**config.mk**
```make
export PLATFORM = sky130hd
export DESIGN_NAME = damped_double_integrator
export DESIGN_NICKNAME = d
export VERILOG_FILES = /design/src/rtl/core/ddi_pkg.sv /design/src/rtl/core/ddi_mul.sv /design/src/rtl/core/damped_double_integrator.sv
export SDC_FILE = /design/constraint.sdc
export NUM_CORES = 2
export LEC_CHECK = 0
export BUFFER_PORTS_ARGS = -buffer_cell sky130_fd_sc_hd__buf_2
export CORE_AREA = 2 2 388 390
export CTS_CLUSTER_SIZE = 40
export DETAILED_ROUTE_END_ITERATION = 12
export DIE_AREA = 0 0 390 392
export PLACE_DENSITY_LB_ADDON = 0.15
export SKIP_LAST_GASP = 1
export SYNTH_ARGS = -nofsm -noshare
export SYNTH_HDL_FRONTEND = slang
export SYNTH_SLANG_ARGS = --single-unit
```
**constraint.sdc**
```tcl
create_clock -name clk -period 13.45 [get_ports clk]
set_input_delay 2.0175 -clock clk [delete_from_list [all_inputs] [get_ports clk]]
set_output_delay 2.0175 -clock clk [all_outputs]
set_load 0.01 [all_outputs]
```
**src/rtl/core/ddi_pkg.sv**
```systemverilog
// Shared types, widths and helpers for the damped double integrator.
// Used by ddi_mul and damped_double_integrator.
package ddi_pkg;

  localparam int VALUE_WIDTH = 32;
  localparam int VALUE_FRAC  = 16;
  localparam int COEF_WIDTH  = 32;
  localparam int COEF_FRAC   = 30;
  localparam int PROD_WIDTH  = VALUE_WIDTH + COEF_WIDTH;
  localparam int TERM_WIDTH  = PROD_WIDTH - COEF_FRAC;
  localparam int ACC_WIDTH   = TERM_WIDTH + 2;
  localparam int CFG_IDX_WIDTH = 2;

  typedef logic signed [VALUE_WIDTH-1:0] value_t;
  typedef logic signed [COEF_WIDTH-1:0]  coef_t;
  typedef logic signed [PROD_WIDTH-1:0]  prod_t;
  typedef logic signed [TERM_WIDTH-1:0]  term_t;
  typedef logic signed [ACC_WIDTH-1:0]   acc_t;
  typedef logic [1:0]                    req_t;
  typedef logic [CFG_IDX_WIDTH-1:0]      cfg_index_t;

  localparam req_t REQ_STEP   = 2'd0;
  localparam req_t REQ_BACKUP = 2'd1;
  localparam req_t REQ_REDO   = 2'd2;
  localparam req_t REQ_LOAD   = 2'd3;

  localparam cfg_index_t CFG_POLE  = 2'd0;
  localparam cfg_index_t CFG_INPUT = 2'd1;
  localparam cfg_index_t CFG_HALF  = 2'd2;

  localparam coef_t POLE_RESET  = coef_t'(1073741824);
  localparam coef_t INPUT_RESET = coef_t'(536871);
  localparam coef_t HALF_RESET  = coef_t'(536871);

  function automatic value_t sat_value(acc_t x);
    logic [ACC_WIDTH-VALUE_WIDTH:0] top;
    top = x[ACC_WIDTH-1:VALUE_WIDTH-1];
    if (&top || ~|top) begin
      return x[VALUE_WIDTH-1:0];
    end
    return x[ACC_WIDTH-1] ? {1'b1, {(VALUE_WIDTH-1){1'b0}}}
                          : {1'b0, {(VALUE_WIDTH-1){1'b1}}};
  endfunction

endpackage

```
**src/rtl/core/ddi_mul.sv**
```systemverilog
// Shared signed coefficient-by-value multiplier with registered product.
// Rounds the product to the value's 16 fraction bits in a wider term. Depends on ddi_pkg.
module ddi_mul (
  input  logic           clk,
  input  ddi_pkg::coef_t  coef,
  input  ddi_pkg::value_t value,
  output ddi_pkg::term_t  term
);
  import ddi_pkg::*;

  prod_t prod;

  always_ff @(posedge clk) begin
    prod <= prod_t'(coef) * prod_t'(value);
  end

  assign term = term_t'(prod[PROD_WIDTH-1:COEF_FRAC]) +
                term_t'({1'b0, prod[COEF_FRAC-1]});

endmodule

```
**src/rtl/core/damped_double_integrator.sv**
```systemverilog
// Top level of the Tustin damped double integrator: sequencer, state,
// backups, coefficient registers and output register. Depends on ddi_pkg, ddi_mul.
//
//  channel | signals                                        | role
//  in      | in_valid in_ready req_type u_value y_init sy_init | one request item
//  out     | out_valid out_ready first_integral second_integral | one result item
//  cfg     | cfg_valid cfg_ready cfg_index cfg_data          | coefficient writes
//
// A step item is accepted in the idle state; the sequencer then pushes five products
// one per cycle through the registered shared multiplier, the final state hands the
// result to the output register, and the idle state takes the next item.
// A load item sets the integrals and goes straight to the final state.
// Reset is synchronous; state, backups and coefficients take their reset values.
// A stalled output holds the sequencer in its final state until taken.
module damped_double_integrator (
  input  logic                 clk,
  input  logic                 rst,
  input  logic                 in_valid,
  output logic                 in_ready,
  input  ddi_pkg::req_t        req_type,
  input  ddi_pkg::value_t      u_value,
  input  ddi_pkg::value_t      y_init,
  input  ddi_pkg::value_t      sy_init,
  output logic                 out_valid,
  input  logic                 out_ready,
  output ddi_pkg::value_t      first_integral,
  output ddi_pkg::value_t      second_integral,
  input  logic                 cfg_valid,
  output logic                 cfg_ready,
  input  ddi_pkg::cfg_index_t  cfg_index,
  input  ddi_pkg::coef_t       cfg_data
);
  import ddi_pkg::*;

  localparam logic [1:0] S_IDLE = 2'd0;
  localparam logic [1:0] S_MUL  = 2'd1;
  localparam logic [1:0] S_DONE = 2'd2;

  localparam logic [2:0] LAST_STEP = 3'd5;

  logic [1:0] state;
  logic [2:0] step;

  coef_t  pole_coef, input_coef, half_step;
  value_t first_acc, second_acc, prev_input;
  value_t first_backup, second_backup, input_backup;
  value_t w_sy, w_y, w_up, w_u;
  acc_t   acc;
  acc_t   acc_sum;

  coef_t  mul_coef;
  value_t mul_value;
  term_t  term;

  logic in_fire, out_free;

  assign in_ready  = (state == S_IDLE);
  assign in_fire   = in_valid && in_ready;
  assign cfg_ready = 1'b1;
  assign out_free  = !out_valid || out_ready;
  assign acc_sum   = acc + acc_t'(term);

  always_comb begin
    case (step)
      3'd0: begin
        mul_coef  = pole_coef;
        mul_value = w_sy;
      end
      3'd1: begin
        mul_coef  = input_coef;
        mul_value = w_u;
      end
      3'd2: begin
        mul_coef  = input_coef;
        mul_value = w_up;
      end
      3'd3: begin
        mul_coef  = half_step;
        mul_value = w_sy;
      end
      3'd4: begin
        mul_coef  = half_step;
        mul_value = first_acc;
      end
      default: begin
        mul_coef  = pole_coef;
        mul_value = w_sy;
      end
    endcase
  end

  ddi_mul u_mul (
    .clk   (clk),
    .coef  (mul_coef),
    .value (mul_value),
    .term  (term)
  );

  always_ff @(posedge clk) begin
    if (rst) begin
      pole_coef  <= POLE_RESET;
      input_coef <= INPUT_RESET;
      half_step  <= HALF_RESET;
    end else if (cfg_valid && cfg_ready) begin
      case (cfg_index)
        CFG_POLE:  pole_coef  <= cfg_data;
        CFG_INPUT: input_coef <= cfg_data;
        CFG_HALF:  half_step  <= cfg_data;
        default: begin
        end
      endcase
    end
  end

  always_ff @(posedge clk) begin
    if (rst) begin
      state         <= S_IDLE;
      step          <= '0;
      out_valid     <= 1'b0;
      first_acc     <= '0;
      second_acc    <= '0;
      prev_input    <= '0;
      first_backup  <= '0;
      second_backup <= '0;
      input_backup  <= '0;
    end else begin
      if (out_valid && out_ready && state != S_DONE) begin
        out_valid <= 1'b0;
      end
      case (state)
        S_IDLE: begin
          if (in_fire) begin
            step <= '0;
            w_u  <= u_value;
            if (req_type == REQ_REDO) begin
              w_sy <= first_backup;
              w_y  <= second_backup;
              w_up <= input_backup;
            end else begin
              w_sy <= first_acc;
              w_y  <= second_acc;
              w_up <= prev_input;
            end
            if (req_type == REQ_BACKUP) begin
              first_backup  <= first_acc;
              second_backup <= second_acc;
              input_backup  <= prev_input;
            end
            if (req_type == REQ_LOAD) begin
              first_acc  <= sy_init;
              second_acc <= y_init;
              prev_input <= u_value;
              state      <= S_DONE;
            end else begin
              state <= S_MUL;
            end
          end
        end
        S_MUL: begin
          step <= step + 3'd1;
          case (step)
            3'd1: acc <= acc_t'(term);
            3'd2: acc <= acc_sum;
            3'd3: begin
              first_acc <= sat_value(acc_sum);
              acc       <= acc_t'(w_y);
            end
            3'd4: acc <= acc_sum;
            3'd5: begin
              second_acc <= sat_value(acc_sum);
              prev_input <= w_u;
              state      <= S_DONE;
            end
            default: begin
            end
          endcase
        end
        S_DONE: begin
          if (out_free) begin
            out_valid       <= 1'b1;
            first_integral  <= first_acc;
            second_integral <= second_acc;
            state           <= S_IDLE;
          end else begin
            out_valid       <= 1'b1;
          end
        end
        default: state <= S_IDLE;
      endcase
    end
  end

  a_out_from_done: assert property (@(posedge clk) disable iff (rst)
    $rose(out_valid) |-> $past(state) == S_DONE)
    else $error("result raised outside the final state");

  a_step_range: assert property (@(posedge clk) disable iff (rst)
    state == S_MUL |-> step <= LAST_STEP)
    else $error("sequencer step out of range");

  a_load: assert property (@(posedge clk) disable iff (rst)
    in_fire && req_type == REQ_LOAD |=>
      first_acc == $past(sy_init) && second_acc == $past(y_init) && state == S_DONE)
    else $error("load did not set the integrals");

  a_backup_hold: assert property (@(posedge clk) disable iff (rst)
    state != S_IDLE |=> $stable(first_backup) && $stable(second_backup)
      && $stable(input_backup))
    else $error("backup changed while busy");

endmodule
```
==> results_dict.tcl <==
set metrics [dict create \
    skew_ns 0.09290 \
    finalSetupTns_ns 0 \
    start_util_pct 39.69 \
    drc_errors 0 \
    cts_tree "yes" \
    relSlewSlack_pct 10.33 \
    final_common_cell "nand2_1" \
    numCtsBuffers 60 \
    hp-class "register to register" \
    dp_slack_ns 2.620 \
    ys_ff_latch 557 \
    synth_xor_area_share_pct 1.660 \
    hold_buffers 0 \
    dr_wl_met2_mm 99.17 \
    grtUsageTotal_pct 27.96 \
    cts.repair.resized 0 \
    final_nets 7777 \
    antenna_found_initial 7 \
    crit_type "register to register" \
    grt_pass1_wl_mm 316.0 \
    rsz0062_at_grt "false" \
    grt-ovfl-total 0 \
    num_rows 142 \
    wirelength_met1_mm 85.14 \
    status "complete, no violations" \
    fp.dieArea_mm2 0.1529 \
    hold_violations 0 \
    synth_cells 6339 \
    chipWidth_um 390 \
    clock_latency_ns 0.68 \
    yosysWarnings 0 \
    muxShareOfSynthArea_pct 1.899 \
    avgViaCountPerCell 5.440 \
    synth-edff-count 228 \
    min_period_ns 10.98 \
    worst_slack_ns 2.471 \
    syn_to_final_growth_pct 8.785 \
    final_cell_mix "nand2_1, fa_1, inv_1" \
    end_kind "register" \
    rr_endpoint "u_mul.prod[56]$_DFF_P_" \
    synth_fa_ha_area_share_pct 41.36 \
    synth-async-reset-ratio_pct 0 \
    fill_cells 14606 \
    synth_top_family_by_area "adder cells" \
    reg.largest.list "acc x36, u_mul.prod x35" \
    num_vias 45340 \
    clock_sinks 557 \
    setup_viol 0 \
    crit_path_end "u_mul.prod[56]$_DFF_P_" \
    drive_above_1_share_pct 8.970 \
    io_buffers 202 \
    vdd_drop_max_v 0.0002287 \
    die_y_um 392 \
    maxCapViolations 0 \
    fmax_mhz 91.09 \
    synth-seq-area-share_pct 22.73 \
    drt_iter0_markers 3944 \
    cellLeakagePower_nw 28.53 \
    clk_path_buf_depth 3 \
    arrival_ns 11.59 \
    seq_area_mm2 0.01343 \
    place_congestion 0.9837 \
    tightestPinTransition_ns 1.345 \
    required_ns 14.06 \
    dr_wl_met3_mm 16.30 \
    timing.rr.start "step[2]$_SDFFE_PP0P_" \
    postRouteWirelength_mm 210.3 \
    postRouteAntennaNets 0 \
    ff2ff_path_depth 26 \
    dr.max_layer_used "met5" \
    largest_reg_flops 36 \
    dr.pass1.iters 6 \
    cts_setup_buffers 0 \
    synth-compound-area-share_pct 9.592 \
    post-route-period-util_pct 81.63 \
    core_area_mm2 0.1489 \
    largest-register "acc" \
    cts_root_buf "clkbuf_16" \
    synth.net_count 7780 \
    synth-simple-area-share_pct 13.91 \
    synthDistinctLibCells 90 \
    grt_pass1_vias 47639 \
    hpwl_mm 157.9 \
    pin_count 204 \
    grt_max_degree 111 \
    h-tree-depth 2 \
    synth_ff_type "dfxtp_1" \
    critPathMaxFanout 33 \
    syn-cell-area_mm2 0.05909 \
    cts.clk_slew.worst_paths_ns 0.06 \
    start_kind "register" \
    wl_per_cell_um 25.23 \
    drv_slew 0 \
    multi_input_area_mm2 0.04079 \
    power_density_mw_per_mm2 193.1 \
    syn_avg_cell_area_um2 9.322 \
    ff2ff_setup_slack_ns 2.47 \
    critPathLaunch "step[2]$_SDFFE_PP0P_" \
]
[power by group]
part / total [mW] / internal, mW / switching (mW) / leakage, nW
combinational: 8.66 / 3.17 / 5.49 / 22.7
sequential: 2.07 / 1.96 / 0.112 / 4.82
clock: 1.69 / 0.949 / 0.738 / 0.992
total: 12.4 / 6.08 / 6.34 / 28.5
[layer usage]
| layer | track usage, % | up-vias |
|---|---|---|
| met1 | 36.63 | 23202 |
| li1 | - | 19883 |
| met2 | 46.16 | 1849 |
| met4 | 10.97 | 2 |
| met3 | 4.794 | 404 |
| met5 | 0 | - |
[synth_stat cells (all sizes together) (11+ instances only)]
cell type / number / share of area [%]
xor2: 39 / 0.58
mux2: 97 / 1.8
a221oi: 40 / 0.70
o21ai: 109 / 0.92
fa: 1082 / 37
nand2b: 12 / 0.13
ha: 222 / 4.7
o21a: 14 / 0.18
nand2: 1129 / 7.2
xnor2: 73 / 1.1
inv: 1014 / 6.4
a311oi: 35 / 0.52
nor2: 605 / 3.8
a211oi: 12 / 0.15
o22ai: 27 / 0.30
a21oi: 386 / 3.3
o211ai: 11 / 0.14
and2: 54 / 0.57
a21o: 41 / 0.52
nand3: 61 / 0.53
buf: 31 / 0.26
a221o: 37 / 0.63
a22oi: 59 / 0.75
edfxtp: 228 / 12
clkbuf: 338 / 2.1
o21bai: 21 / 0.29
dfxtp: 329 / 11
nor3: 22 / 0.19
a22o: 30 / 0.44
nand4: 21 / 0.22
nor2b: 11 / 0.12
a31oi: 11 / 0.12
and3: 44 / 0.47
[worst min-delay path by stage]
stage,from,to,depth (start not counted)
finish,prev_input[30]$_SDFFE_PP0P_,input_backup[30]$_SDFFE_PP0P_,2
global route,prev_input[30]$_SDFFE_PP0P_,input_backup[30]$_SDFFE_PP0P_,2
CTS,prev_input[30]$_SDFFE_PP0P_,input_backup[30]$_SDFFE_PP0P_,2
detailed placement,input_backup[15]$_SDFFE_PP0P_,input_backup[15]$_SDFFE_PP0P_,2
global placement,input_backup[21]$_SDFFE_PP0P_,input_backup[21]$_SDFFE_PP0P_,2
floorplan,first_backup[0]$_SDFFE_PP0P_,first_backup[0]$_SDFFE_PP0P_,2
[per-stage QoR]
| stage | cells | total power, mW | instance area, um2 | hold slack, ns | util (%) |
|---|---|---|---|---|---|
| after floorplan | 6339 | 7.866 | 59090 | 0.4338 | - |
| after global placement | 8218 | 10.68 | 62250 | 0.4390 | 41.81 |
| after detailed placement | 8218 | 10.61 | 62250 | 0.4439 | 41.81 |
| after CTS | 8332 | 12.45 | 64280 | 0.3942 | 43.17 |
| after global routing | 8332 | 13.49 | 64280 | 0.4204 | 43.17 |
| final | 8335 | 12.42 | 64280 | 0.3922 | 43.18 |
[cells by family (layout without fill, tap and decap cells)]
kind of cell	after synthesis	count (layout)
AOI/OAI and AO/OA	872	872
xor gates and xnor gates	112	112
adders and majority gates	1304	1304
buffers and inverters	1383	1432
DFF	557	557
muxes	100	100
other	1	4
and+or+nand+nor	2010	2010
[cell type report]
cell class / count / area share (%)
Clock inverter: 36 / 0.5314
Antenna cell: 3 / 0.01168
Multi-Input combinational cell: 4399 / 63.46
Clock buffer: 78 / 2.618
Tap cell: 1944 / 3.784
Timing Repair Buffer: 304 / 2.778
Inverter: 1014 / 5.921
Sequential cell: 557 / 20.90
[critical path, stage by stage, from the launching register on]
cell	delay, ns
dfxtp_1	0.69
mux2_2	0.73
nor2_4	0.17
buf_4	0.42
nand2_1	0.12
nand2_1	0.93
nand2_1	0.20
fa_1	0.60
fa_1	0.43
fa_1	0.53
fa_1	0.56
inv_1	0.05
fa_1	0.50
fa_1	0.57
fa_1	0.43
fa_1	0.48
ha_1	0.39
and3_1	0.24
o21ai_0	0.09
a21oi_1	0.27
nand3_1	0.20
a2111oi_2	1.06
o21ai_0	0.25
nand2_1	0.19
a21oi_1	0.14
or4b_1	0.52
nand3_1	0.09
(Power assumes the default switching activity.)
